`src/sv/fbri_pkg.sv`:
```
// Package for the framebuffer register and interrupt block.
// Holds register offsets, item codes, reset values and shared structs; no dependencies.
package fbri_pkg;

    localparam int OfsW = 10;

    localparam logic [OfsW-1:0] OFS_WIDTH       = 10'h000;
    localparam logic [OfsW-1:0] OFS_HEIGHT      = 10'h004;
    localparam logic [OfsW-1:0] OFS_STATUS      = 10'h008;
    localparam logic [OfsW-1:0] OFS_ENABLE      = 10'h00c;
    localparam logic [OfsW-1:0] OFS_BASE        = 10'h010;
    localparam logic [OfsW-1:0] OFS_ROTATION    = 10'h014;
    localparam logic [OfsW-1:0] OFS_BLANK       = 10'h018;
    localparam logic [OfsW-1:0] OFS_PHYS_WIDTH  = 10'h01c;
    localparam logic [OfsW-1:0] OFS_PHYS_HEIGHT = 10'h020;

    localparam logic [1:0] ACT_READ  = 2'd0;
    localparam logic [1:0] ACT_WRITE = 2'd1;
    localparam logic [1:0] ACT_TICK  = 2'd2;
    localparam logic [1:0] ACT_INVAL = 2'd3;

    localparam int BIT_VSYNC = 0;
    localparam int BIT_DONE  = 1;

    localparam logic [1:0] CFG_FRAME_WIDTH  = 2'd0;
    localparam logic [1:0] CFG_FRAME_HEIGHT = 2'd1;
    localparam logic [1:0] CFG_PHYS_WIDTH   = 2'd2;
    localparam logic [1:0] CFG_PHYS_HEIGHT  = 2'd3;

    localparam logic [11:0] FRAME_WIDTH_RESET  = 12'd320;
    localparam logic [11:0] FRAME_HEIGHT_RESET = 12'd480;

    localparam int InDataW  = 48;
    localparam int OutDataW = 72;

    typedef struct packed {
        logic [11:0] frame_width;
        logic [11:0] frame_height;
        logic [15:0] width_mm;
        logic [15:0] height_mm;
    } cfg_t;

    typedef struct packed {
        logic [31:0] frame_base;
        logic        blank_active;
        logic        full_refresh;
        logic [1:0]  current_rotation;
        logic        rotate_request;
        logic        bad_offset;
        logic        irq_level;
        logic [31:0] read_data;
    } res_t;

endpackage

```
`src/sv/fbri_cfg.sv`:
```
// APB configuration registers of the framebuffer register block.
// Depends on fbri_pkg for register indexes, reset values and cfg_t.
module fbri_cfg (
    input  logic                clk,
    input  logic                rst_n,
    input  logic                psel,
    input  logic                penable,
    input  logic                pwrite,
    input  logic [3:0]          paddr,
    input  logic [31:0]         pwdata,
    output logic [31:0]         prdata,
    output logic                pready,
    output fbri_pkg::cfg_t      cfg
);

    fbri_pkg::cfg_t cfg_reg;
    logic           wr_en;

    assign pready = 1'b1;
    assign wr_en  = psel && penable && pwrite;
    assign cfg    = cfg_reg;

    always_ff @(posedge clk or negedge rst_n)
    begin
        if (!rst_n)
        begin
            cfg_reg.frame_width  <= fbri_pkg::FRAME_WIDTH_RESET;
            cfg_reg.frame_height <= fbri_pkg::FRAME_HEIGHT_RESET;
            cfg_reg.width_mm     <= 16'd0;
            cfg_reg.height_mm    <= 16'd0;
        end
        else if (wr_en)
        begin
            case (paddr[3:2])
                fbri_pkg::CFG_FRAME_WIDTH:  cfg_reg.frame_width  <= pwdata[11:0];
                fbri_pkg::CFG_FRAME_HEIGHT: cfg_reg.frame_height <= pwdata[11:0];
                fbri_pkg::CFG_PHYS_WIDTH:   cfg_reg.width_mm     <= pwdata[15:0];
                fbri_pkg::CFG_PHYS_HEIGHT:  cfg_reg.height_mm    <= pwdata[15:0];
                default: ;
            endcase
        end
    end

    always_comb
    begin
        case (paddr[3:2])
            fbri_pkg::CFG_FRAME_WIDTH:  prdata = {20'd0, cfg_reg.frame_width};
            fbri_pkg::CFG_FRAME_HEIGHT: prdata = {20'd0, cfg_reg.frame_height};
            fbri_pkg::CFG_PHYS_WIDTH:   prdata = {16'd0, cfg_reg.width_mm};
            fbri_pkg::CFG_PHYS_HEIGHT:  prdata = {16'd0, cfg_reg.height_mm};
            default:                    prdata = 32'd0;
        endcase
    end

endmodule

```
`src/sv/fbri_core.sv`:
```
// Controller state and per-word decode of the framebuffer register block.
// Depends on fbri_pkg for offsets, item codes, cfg_t and res_t.
module fbri_core (
    input  logic                clk,
    input  logic                rst_n,
    input  logic                advance,
    input  logic [1:0]          action,
    input  logic [9:0]          reg_offset,
    input  logic [31:0]         write_data,
    input  fbri_pkg::cfg_t      cfg,
    output fbri_pkg::res_t      res
);

    logic [1:0]  status_reg, status_next;
    logic [1:0]  enable_reg, enable_next;
    logic [31:0] base_reg, base_next;
    logic        seen_reg, seen_next;
    logic        refresh_reg, refresh_next;
    logic        done_pend_reg, done_pend_next;
    logic [1:0]  pend_rot_reg, pend_rot_next;
    logic [1:0]  rot_reg, rot_next;
    logic        blank_reg, blank_next;
    logic        irq_reg, irq_next;

    logic [31:0] rdata;
    logic [1:0]  hit;
    logic        bad;
    logic        rot_req;
    logic        full;

    always_comb
    begin
        status_next    = status_reg;
        enable_next    = enable_reg;
        base_next      = base_reg;
        seen_next      = seen_reg;
        refresh_next   = refresh_reg;
        done_pend_next = done_pend_reg;
        pend_rot_next  = pend_rot_reg;
        rot_next       = rot_reg;
        blank_next     = blank_reg;
        irq_next       = irq_reg;
        rdata          = 32'd0;
        bad            = 1'b0;
        rot_req        = 1'b0;
        full           = 1'b0;
        hit            = status_reg & enable_reg;

        case (action)
            fbri_pkg::ACT_READ:
            begin
                case (reg_offset)
                    fbri_pkg::OFS_WIDTH:       rdata = {20'd0, cfg.frame_width};
                    fbri_pkg::OFS_HEIGHT:      rdata = {20'd0, cfg.frame_height};
                    fbri_pkg::OFS_PHYS_WIDTH:  rdata = {16'd0, cfg.width_mm};
                    fbri_pkg::OFS_PHYS_HEIGHT: rdata = {16'd0, cfg.height_mm};
                    fbri_pkg::OFS_STATUS:
                    begin
                        rdata = {30'd0, hit};
                        if (hit != 2'b00)
                        begin
                            status_next = status_reg & ~hit;
                            irq_next    = 1'b0;
                        end
                    end
                    default: bad = 1'b1;
                endcase
            end
            fbri_pkg::ACT_WRITE:
            begin
                case (reg_offset)
                    fbri_pkg::OFS_ENABLE:
                    begin
                        enable_next = write_data[1:0];
                        irq_next    = (status_reg & write_data[1:0]) != 2'b00;
                    end
                    fbri_pkg::OFS_BASE:
                    begin
                        rot_req                       = !seen_reg;
                        base_next                     = write_data;
                        status_next[fbri_pkg::BIT_DONE] = 1'b0;
                        refresh_next                  = 1'b1;
                        done_pend_next                = 1'b1;
                        seen_next                     = 1'b1;
                        if (pend_rot_reg != rot_reg)
                        begin
                            rot_next = pend_rot_reg;
                            rot_req  = 1'b1;
                        end
                        irq_next = (status_next & enable_reg) != 2'b00;
                    end
                    fbri_pkg::OFS_ROTATION: pend_rot_next = write_data[1:0];
                    fbri_pkg::OFS_BLANK:
                    begin
                        blank_next   = write_data[0];
                        refresh_next = 1'b1;
                    end
                    default: bad = 1'b1;
                endcase
            end
            fbri_pkg::ACT_TICK:
            begin
                if (base_reg != 32'd0)
                begin
                    if (enable_reg[fbri_pkg::BIT_VSYNC] && !status_reg[fbri_pkg::BIT_VSYNC])
                    begin
                        status_next[fbri_pkg::BIT_VSYNC] = 1'b1;
                        irq_next                         = 1'b1;
                    end
                    if (refresh_reg)
                    begin
                        full = 1'b1;
                        if (done_pend_reg)
                        begin
                            status_next[fbri_pkg::BIT_DONE] = 1'b1;
                            if (enable_reg[fbri_pkg::BIT_DONE])
                            begin
                                irq_next = 1'b1;
                            end
                        end
                        done_pend_next = 1'b0;
                        refresh_next   = 1'b0;
                    end
                end
            end
            fbri_pkg::ACT_INVAL: refresh_next = 1'b1;
            default: ;
        endcase

        res.read_data        = rdata;
        res.irq_level        = irq_next;
        res.bad_offset       = bad;
        res.rotate_request   = rot_req;
        res.current_rotation = rot_next;
        res.full_refresh     = full;
        res.blank_active     = blank_next;
        res.frame_base       = base_next;
    end

    always_ff @(posedge clk or negedge rst_n)
    begin
        if (!rst_n)
        begin
            status_reg    <= 2'b00;
            enable_reg    <= 2'b00;
            base_reg      <= 32'd0;
            seen_reg      <= 1'b0;
            refresh_reg   <= 1'b0;
            done_pend_reg <= 1'b0;
            pend_rot_reg  <= 2'd0;
            rot_reg       <= 2'd0;
            blank_reg     <= 1'b0;
            irq_reg       <= 1'b0;
        end
        else if (advance)
        begin
            status_reg    <= status_next;
            enable_reg    <= enable_next;
            base_reg      <= base_next;
            seen_reg      <= seen_next;
            refresh_reg   <= refresh_next;
            done_pend_reg <= done_pend_next;
            pend_rot_reg  <= pend_rot_next;
            rot_reg       <= rot_next;
            blank_reg     <= blank_next;
            irq_reg       <= irq_next;
        end
    end

endmodule

```
`src/sv/framebuffer_register_interrupt_block.sv`:
```
// Top level of the framebuffer register and interrupt block: stream ports and pipeline registers.
// Depends on fbri_pkg, fbri_cfg and fbri_core.
//
// Each input word (a bus read, a bus write, a refresh tick or an invalidate) is captured in an
// input register, decoded against the controller state, and its result word is held in an
// output register; one word is accepted per clock unless the result side stalls, which holds
// both registers and stops acceptance while the input register is full. The result word
// reaches the output through the input register and then the output register. The user must
// set the display sizes through the APB port only while no word is in flight; the block does
// not enforce this. The sizes reset to 320 by 480 pixels and zero millimetres.
module framebuffer_register_interrupt_block (
    input  logic                          clk,
    input  logic                          rst_n,
    input  logic                          psel,
    input  logic                          penable,
    input  logic                          pwrite,
    input  logic [3:0]                    paddr,
    input  logic [31:0]                   pwdata,
    output logic [31:0]                   prdata,
    output logic                          pready,
    input  logic                          s_tvalid,
    output logic                          s_tready,
    // reg_offset[9:0], write_data[41:10], zero fill above.
    input  logic [fbri_pkg::InDataW-1:0]  s_tdata,
    // action[1:0].
    input  logic [1:0]                    s_tuser,
    output logic                          m_tvalid,
    input  logic                          m_tready,
    // read_data[31:0], irq_level[32], bad_offset[33], rotate_request[34],
    // current_rotation[36:35], full_refresh[37], blank_active[38], frame_base[70:39], zero[71].
    output logic [fbri_pkg::OutDataW-1:0] m_tdata
);

    fbri_pkg::cfg_t cfg;
    fbri_pkg::res_t res;

    logic        in_valid_reg;
    logic [1:0]  action_reg;
    logic [9:0]  offset_reg;
    logic [31:0] wdata_reg;
    logic        out_valid_reg;
    fbri_pkg::res_t out_reg;
    logic        advance;

    assign advance  = in_valid_reg && (!out_valid_reg || m_tready);
    assign s_tready = !in_valid_reg || advance;
    assign m_tvalid = out_valid_reg;
    assign m_tdata  = {1'b0, out_reg};

    fbri_cfg u_cfg (
        .clk     (clk),
        .rst_n   (rst_n),
        .psel    (psel),
        .penable (penable),
        .pwrite  (pwrite),
        .paddr   (paddr),
        .pwdata  (pwdata),
        .prdata  (prdata),
        .pready  (pready),
        .cfg     (cfg)
    );

    fbri_core u_core (
        .clk        (clk),
        .rst_n      (rst_n),
        .advance    (advance),
        .action     (action_reg),
        .reg_offset (offset_reg),
        .write_data (wdata_reg),
        .cfg        (cfg),
        .res        (res)
    );

    always_ff @(posedge clk or negedge rst_n)
    begin
        if (!rst_n)
        begin
            in_valid_reg  <= 1'b0;
            out_valid_reg <= 1'b0;
        end
        else
        begin
            if (s_tready)
            begin
                in_valid_reg <= s_tvalid;
            end
            if (advance)
            begin
                out_valid_reg <= 1'b1;
            end
            else if (m_tready)
            begin
                out_valid_reg <= 1'b0;
            end
        end
    end

    always_ff @(posedge clk)
    begin
        if (s_tready && s_tvalid)
        begin
            action_reg <= s_tuser;
            offset_reg <= s_tdata[9:0];
            wdata_reg  <= s_tdata[41:10];
        end
        if (advance)
        begin
            out_reg <= res;
        end
    end

endmodule

```
`config.mk`:
```
export PLATFORM = sky130hd
export DESIGN_NAME = framebuffer_register_interrupt_block
export DESIGN_NICKNAME = d
export VERILOG_FILES = /design/src/sv/fbri_pkg.sv /design/src/sv/fbri_cfg.sv /design/src/sv/fbri_core.sv /design/src/sv/framebuffer_register_interrupt_block.sv
export SDC_FILE = /design/constraint.sdc
export NUM_CORES = 1
export LEC_CHECK = 0
export BUFFER_PORTS_ARGS = -buffer_cell sky130_fd_sc_hd__buf_2
export CORE_ASPECT_RATIO = 1.25
export CORE_MARGIN = 4
export CORE_UTILIZATION = 50
export DETAILED_ROUTE_END_ITERATION = 12
export PLACE_DENSITY = 0.79
export SYNTH_ARGS = -nofsm -noshare
export SYNTH_HDL_FRONTEND = slang
export SYNTH_SLANG_ARGS = --single-unit
```
`constraint.sdc`:
```
create_clock -name clk -period 8.3 [get_ports clk]
set_clock_uncertainty 0.2 [all_clocks]
set_input_delay 1.245 -clock clk [delete_from_list [all_inputs] [get_ports clk]]
set_output_delay 1.245 -clock clk [all_outputs]
set_load 0.01 [all_outputs]
```
==> results of run 1 <==
cells in the mapped netlist (2+ instances only):
master	instances
mux2_1	8
mux2_2	102
nor4_1	11
buf_6	3
edfxtp_1	99
conb_1	2
or4_4	2
o21ai_0	4
a22oi_1	28
mux4_2	12
nand4_1	7
xnor2_1	2
nor3_1	6
nor2b_1	10
nand2_1	8
buf_4	34
nand2b_1	6
or3_1	2
ha_1	5
nand3b_1	2
inv_1	6
buf_12	2
a32oi_1	2
buf_2	3
nor2_1	10
a21oi_1	13
dfrtp_1	97
or2_2	5
nand3_1	7
dfstp_2	6
mux2i_1	4
a31oi_1	4
a22o_1	3
clkbuf_1	15
mux2_4	20
metrics by stage:
stage | utilization [%] | hold slack [ns] | setup WS (ns) | instances
2_1_floorplan | - | 0.239 | 4.05 | 601
3_3_place_gp | 55.3 | 0.252 | 4.29 | 914
3_5_place_dp | 55.3 | 0.265 | 4.31 | 914
4_1_cts | 59.8 | 0.280 | 4.31 | 954
5_1_grt | 59.8 | 0.294 | 4.26 | 954
6_report | 59.8 | 0.273 | 4.34 | 954
layer usage:
layer  vias to the layer above  global-route usage (%)
met5                         -                       0
met4                         0                    5.37
met3                        36                    5.13
met2                       231                    34.4
met1                      2786                    24.5
li1                       2392                       -
power groups by stage:
stage / Clock, W / Combinational [W] / Sequential [W]
floorplan: 0 / 0.000158 / 0.00124
global placement: 0 / 0.000241 / 0.00124
detailed placement: 0 / 0.000253 / 0.00125
CTS: 0.00106 / 0.000255 / 0.00123
global route: 0.00111 / 0.000275 / 0.00124
finish: 0.00104 / 0.000251 / 0.00123
worst paths after layout:
kind,from,to,cells after the start
setup / recovery,paddr[2],prdata[3],3
hold / removal,u_core.seen_reg,u_core.seen_reg,1
setup reg to reg,offset_reg[2],u_core.base_reg[2],4
hold reg to reg,u_core.seen_reg,u_core.seen_reg,1
max in group asynchronous,rst_n,u_cfg.cfg[6],2
min in group asynchronous,rst_n,u_core.base_reg[6],1
worst register-to-register path: stages (launching register included):
cell      delay, ns
edfxtp_1       0.51
or4_1          0.65
or4_4          0.73
nor2_8         0.72
mux2_2         0.44
area by class of cell:
cell class	instances	area [sq um]	area share [%]
Clock buffer	31	668	6.41
Clock inverter	9	118	1.13
Inverter	7	26.3	0.252
Multi-Input combinational cell	335	3030	29.1
Sequential cell	202	5560	53.3
Tap cell	224	280	2.69
Timing Repair Buffer	146	746	7.15
logic make-up after synthesis:
group | synth area share [%]
flops | 62.5
mux | 20.8
simple gates | 5.56
compound gates | 5.21
buf+inv | 4.80
fa+ha+maj | 0.816
other cells | 0.0845
xor+xnor | 0.197
==> run summary, run 1 <==
Die Height -> 157 um
Most frequent cell on the critical path -> buf_2
Slew headroom -> 21.0%
Fin. max-slew vios -> 0
Post-CTS Resized -> 0
Total gr overflow -> 0
Delay-heaviest family, CP -> buffers and inverters
Vias -> 5445
Net Sw Frac -> 23.1%
RePlAce Congestion -> 0.847
Placed cell area -> 9640 sq um
Global-route wire length before repair -> 31.7 mm
Internal power -> 0.00194 W
Syn avg cell area -> 15.6 sq um
CP Max Fanout -> 19
Ant diodes -> 0
Reg clk slew, reported paths -> 0.06 ns
Routed wl met2 -> 10.1 mm
DRT Pass-1 Iters -> 5
Slowest-stage cell, CP -> mux4_2
Worst-skew pair later-pin latency -> 0.49 ns
Synth top area cells -> edfxtp_1 33%, dfrtp_1 27%, mux2_2 13%
Sink Count -> 202
DR iter-0 viols -> 280
Clock Root Buffer -> clkbuf_16
Nets -> 812
Share of layout cells above drive strength 1 -> 45.6%
DRC errors left -> 0
Post-route antenna net violation count -> 0
Max-cap violations -> 0
H-tree depth -> 1
DPL Wire Length -> 13.2 mm
Pwr dens -> 242 nW/um^2
Post-synth top area share -> 33.4%
Core area -> 17400 sq um
Part of the power in the clock network -> 41.2%
Initial antenna violation count -> 0
Largest net degree at the start of global routing -> 65
CP Cell Sequence -> buf_2 > mux4_2 > buf_2
Vias in the first global route -> 5853
Fin crit share -> 47.7%
Initial Util -> 51.0%
Pwr Total -> 0.00252 W
Status -> finished clean
Met3 WL post-DR -> 1.77 mm
Drt via density -> 5.71
Sum Neg Setup Slack -> 0 ns
Yosys warnings -> 0
Post-Route WL -> 19.8 mm
Worst vdd ir -> 0.000152 V
Most frequent cells in the layout -> 140 x buf_2, 102 x mux2_2, 99 x edfxtp_1
Max layer used -> met4
Period minus WS final -> 3.96 ns
Ys flop type -> edfxtp_1
Max stage delay on crit path -> 0.61 ns
Sequential share of power -> 48.8%
Area grow syn2layout -> 17.3%
FMAX -> 0.252 GHz
Clock buffer depth -> 3
Asr flop ratio synth -> 51.0%
Post-Syn Instances -> 569
Die X -> 127 um
I/O pin count -> 200
FP Rows -> 54
IO Port Bufs -> 141
Num CTS Buffers -> 22
Required @ worst endpoint -> 6.86 ns
Switch Pwr -> 0.000581 W
Post-synthesis sequential area ratio -> 62.5%
Wire per inst -> 20.7 um
Combinational fraction of design power -> 10.0%
R2r setup slk -> 4.92 ns
Filler Cell Count -> 1360
Final Setup Violations -> 0
Data arrival, critical path -> 2.52 ns
Most common cell after layout, fill and taps aside -> buf_2
Final hold violations -> 0
CP bufs+invs -> 2
Cell taking the most area after synthesis -> edfxtp_1
RSZ-0062 raised after global routing -> no
Yosys reg bits -> 202
Worst hold path class -> flop to flop
Post-route cell area -> 10400 sq um
Post-synth EDFFs -> 99
Die ar. -> 20000 sq um
CP Launch Type -> primary input
Post-Syn Area -> 8890 sq um
Distinct cell type count after synthesis -> 54
Post-CTS Setup Repair Bufs -> 0
CP endpoint kind -> primary output
GRT Overall Usage -> 19.7%
Measured slew at the worst slew-check pin -> 1.18 ns
Leakage -> 4.49 nW
Setup CP Type -> primary input to primary output
Hold-fix buffers, CTS -> 0
Wl on met1 -> 7.54 mm
CTS tree -> yes
Max FFs per register -> 56
(Power assumes the default switching activity.)
==> inputs of run 2 (changes only) <==
- CORE_UTILIZATION: 50 -> 49
- PLACE_DENSITY: 0.79 -> 0.8
- clock period: 8.3 -> 3.2 ns (I/O delays scaled with it)
==> run 2 against run 1 <==
Sequential share of layout area down 2.3 points. Clock power up 130%. Global-route usage increased by 0.57 points. Power is 150% higher. Largest power group unchanged. Highest routed layer unchanged.
==> run summary, run 2 (synthesis results as in run 1) <==
Drt via density -> 5.52
IO Port Bufs -> 141
Clock Root Buffer -> clkbuf_16
FP Rows -> 54
Sink Count -> 202
Final hold violations -> 0
Leakage -> 4.70 nW
DRT Pass-1 Iters -> 5
CP Launch Type -> flop
Sum Neg Setup Slack -> 0 ns
Final Setup Violations -> 0
Post-route antenna net violation count -> 0
Measured slew at the worst slew-check pin -> 0.686 ns
CP Max Fanout -> 36
Worst-skew pair later-pin latency -> 0.49 ns
Post-CTS Setup Repair Bufs -> 0
Nets -> 869
Max FFs per register -> 56
Die ar. -> 20400 sq um
RSZ-0062 raised after global routing -> no
Hold Path Stages -> 2
FMAX -> 0.343 GHz
R2r worst-path depth -> 6
Filler Cell Count -> 1288
Worst vdd ir -> 0.000474 V
CTS tree -> yes
Pwr Total -> 0.00625 W
Fin. max-slew vios -> 0
Initial Util -> 50.4%
RePlAce Congestion -> 0.853
Required @ worst endpoint -> 3.37 ns
Placed cell area -> 9760 sq um
Status -> finished clean
H-tree depth -> 1
Die X -> 128 um
Total gr overflow -> 0
Period minus WS final -> 2.92 ns
Worst Hold Slack -> 0.0342 ns
Initial antenna violation count -> 0
Fin cells -> 1011
Post-route cell area -> 10900 sq um
Ant diodes -> 0
Global-route wire length before repair -> 32.9 mm
Reg clk slew, reported paths -> 0.06 ns
Fin crit share -> 91.2%
Data arrival, critical path -> 3.09 ns
Post-Route WL -> 20.7 mm
Share of layout cells above drive strength 1 -> 43.5%
CP endpoint kind -> flop
DPL Wire Length -> 13.5 mm
Slew headroom -> 53.8%
DR iter-0 viols -> 296
Pwr dens -> 574 nW/um^2
Clock buffer depth -> 3
DRC errors left -> 0
Area grow syn2layout -> 22.6%
GRT Overall Usage -> 20.3%
Num CTS Buffers -> 22
Vias in the first global route -> 6151
Die Height -> 159 um
Core area -> 17600 sq um
Largest net degree at the start of global routing -> 68
Wire per inst -> 20.5 um
I/O pin count -> 200
Max-cap violations -> 0
Worst hold path class -> primary input to flop
Most common cell after layout, fill and taps aside -> buf_2
Placed Cells -> 925
Vias -> 5583
Setup CP Type -> flop to flop
Most frequent cells in the layout -> 140 x buf_2, 102 x mux2_2, 99 x edfxtp_1
## run 2: path summary, 6_finish.rpt
kind | start | to | slack (ns)
worst max-delay path | offset_reg[3] | m_tdata[32] | 0.28
worst min-delay path | pwdata[15] | u_cfg.cfg[15] | 0.03
worst max register to register | offset_reg[3] | m_tdata[32] | 0.28
worst min register to register | u_core.seen_reg | u_core.seen_reg | 0.27
max in group asynchronous | rst_n | u_cfg.cfg[39] | 1.69
min in group asynchronous | rst_n | u_core.base_reg[11] | 0.30
## run 2: through the flow
| step | setup WS (ns) | util, % |
|---|---|---|
| 2_1_floorplan | 0.0895 | - |
| 3_3_place_gp | 0.394 | 55.3 |
| 3_5_place_dp | 0.332 | 55.3 |
| 4_1_cts | 0.312 | 61.8 |
| 5_1_grt | 0.216 | 61.8 |
| 6_report | 0.283 | 61.8 |
## run 2: final cells by class
| cell class | instances | area, sq um | share of cell area (%) |
|---|---|---|---|
| inverters | 7 | 26.3 | 0.241 |
| well taps | 224 | 280 | 2.57 |
| clock inverters | 11 | 47.5 | 0.436 |
| repair buffers | 203 | 1330 | 12.2 |
| multi-input cells | 335 | 3030 | 27.8 |
| clock buffers | 29 | 628 | 5.76 |
| flip-flops and latches | 202 | 5560 | 51.0 |
## run 2: layer usage
layer	up-vias	track usage, %	share of wire [%]
li1	2498	-	-
met1	2801	25.2	38
met2	253	36.0	52
met3	31	4.40	8.7
met4	0	5.41	1.9
met5	-	0	0
## run 2: repair_timing
action | 4_1_cts | 5_1_grt
gates resized for setup | 0 | 0
hold buffers | 46 | 0
endpoints found under the hold margin | 81 | 0
## run 2: critical path, cell delays in order (launching register included)
cell	delay, ns
edfxtp_1	0.50
or4_1	0.66
or4_4	0.50
buf_4	0.31
or3_1	0.39
nand3_1	0.12
a21o_1	0.10
## run 2: power breakdown
group | internal (W) | switching [W] | leakage, nW | total, W
Sequential | 0.00301 | 0.000179 | 2.29 | 0.00319
Clock | 0.00137 | 0.000979 | 0.337 | 0.00235
Combinational | 0.000364 | 0.000345 | 2.08 | 0.000709
==> inputs of run 3 (changes only) <==
- BUFFER_PORTS_ARGS: -buffer_cell sky130_fd_sc_hd__buf_2 -> default
- CORE_UTILIZATION: 49 -> 50
- DONT_BUFFER_PORTS: default -> 1
- PLACE_DENSITY: 0.8 -> 0.72
==> run 3 against run 2 <==
Critical path type unchanged. Setup slack better by 0.093 ns. Final area fell by 5.1%. Critical endpoint is now u_core.base_reg[30]. Critical path depth shrank 1.
==> run summary, run 3 (synthesis results as in run 1) <==
Status -> finished clean
FP Rows -> 54
Global-route wire length before repair -> 30.3 mm
Placed cell area -> 9020 sq um
Setup CP Type -> flop to flop
Slowest-stage cell, CP -> or4_1
RePlAce Congestion -> 0.905
CP Launch Type -> flop
Slew headroom -> 54.7%
Share of layout cells above drive strength 1 -> 30.3%
Max stage delay on crit path -> 0.66 ns
Period minus WS final -> 2.82 ns
Filler Cell Count -> 1312
Nets -> 743
GRT Overall Usage -> 19.2%
Num CTS Buffers -> 21
Post-route cell area -> 10300 sq um
IO Port Bufs -> 0
DR iter-0 viols -> 327
DRC errors left -> 0
Ant diodes -> 0
Die ar. -> 20000 sq um
Measured slew at the worst slew-check pin -> 0.679 ns
Most common cell after layout, fill and taps aside -> mux2_2
Wire per inst -> 22.1 um
Sum Neg Setup Slack -> 0 ns
I/O pin count -> 200
Leakage -> 4.17 nW
Fin. max-slew vios -> 0
DPL Wire Length -> 12.4 mm
H-tree depth -> 1
Max-cap violations -> 0
Die X -> 127 um
Drt via density -> 5.85
Largest net degree at the start of global routing -> 104
RSZ-0062 raised after global routing -> no
Final Setup Violations -> 0
Worst hold path class -> primary input to flop
Reg clk slew, reported paths -> 0.06 ns
Core area -> 17400 sq um
Total gr overflow -> 0
Vias in the first global route -> 5398
Post-CTS Setup Repair Bufs -> 0
CP Max Fanout -> 20
Worst-skew pair later-pin latency -> 0.48 ns
Clock Root Buffer -> clkbuf_16
Area grow syn2layout -> 16.4%
CP endpoint kind -> flop
Initial antenna violation count -> 0
FMAX -> 0.354 GHz
DP Worst Slack -> 0.368 ns
Clock buffer depth -> 3
Pwr dens -> 593 nW/um^2
CTS tree -> yes
Data arrival, critical path -> 2.98 ns
Post-Route WL -> 19.5 mm
Fin crit share -> 88.3%
Most frequent cells in the layout -> 102 x mux2_2, 99 x edfxtp_1, 97 x dfrtp_1
Max FFs per register -> 56
Worst setup margin -> 0.376 ns
Final hold violations -> 0
Required @ worst endpoint -> 3.36 ns
Post-route antenna net violation count -> 0
Worst vdd ir -> 0.000429 V
Vias -> 5162
Initial Util -> 51.0%
DRT Pass-1 Iters -> 4
CP Cell Sequence -> or4_1 > or4_4 > nor2_8 > buf_4 > mux2_1
Die Height -> 157 um
Sink Count -> 202
run 3: power by group:
part	switching (W)	internal, W
clock network	0.000958	0.00139
registers	0.000206	0.00302
logic	0.000266	0.000291
run 3: timing repair:
action,CTS,global route
endpoints found under the hold margin,205,0
resized for setup,0,0
hold buffers,64,0
run 3: final timing paths:
| kind | cells after the start | from | endpoint | slack (ns) |
|---|---|---|---|---|
| hold / removal | 2 | paddr[3] | u_cfg.cfg[45] | 0.09 |
| hold reg to reg | 1 | u_core.seen_reg | u_core.seen_reg | 0.27 |
| min in group asynchronous | 2 | rst_n | u_core.base_reg[13] | 0.42 |
| setup / recovery | 5 | offset_reg[2] | u_core.base_reg[30] | 0.38 |
| max in group asynchronous | 2 | rst_n | u_cfg.cfg[37] | 1.94 |
| setup reg to reg | 5 | offset_reg[2] | u_core.base_reg[30] | 0.38 |
run 3: per-layer routing:
metal / GRT usage [%] / wire length (um) / up-vias
met2: 33.6 / 10100 / 206
met5: 0 / 0 / -
met4: 4.65 / 345 / 0
met3: 4.62 / 1400 / 37
met1: 24.3 / 7670 / 2655
li1: - / - / 2264
run 3: stage by stage:
step | hold WS [ns] | instances | utilization, % | total power (W)
2_1_floorplan | -0.0156 | 601 | - | 0.00362
3_3_place_gp | -0.0129 | 782 | 51.8 | 0.00369
3_5_place_dp | -0.0121 | 782 | 51.8 | 0.00373
4_1_cts | 0.0670 | 883 | 59.3 | 0.00621
5_1_grt | 0.0749 | 883 | 59.3 | 0.00641
6_report | 0.0885 | 883 | 59.3 | 0.00613
run 3: cell type report:
cell class              instances  area, sq um  share of cell area (%)
multi-input cells             335         3040                    29.4
inverters                       7         26.3                   0.254
clock inverters                10          106                    1.03
clock buffers                  27          558                    5.39
well taps                     224          280                    2.71
flip-flops and latches        202         5560                    53.7
repair buffers                 78          776                    7.50
run 3: worst max-delay path, delay by kind of cell, from the launching register on:
kind / cells / cell delay [ns]
multiplexers: 1 / 0.36
AND/OR/NAND/NOR: 3 / 1.30
buffers and inverters: 1 / 0.34
flip-flops: 1 / 0.50
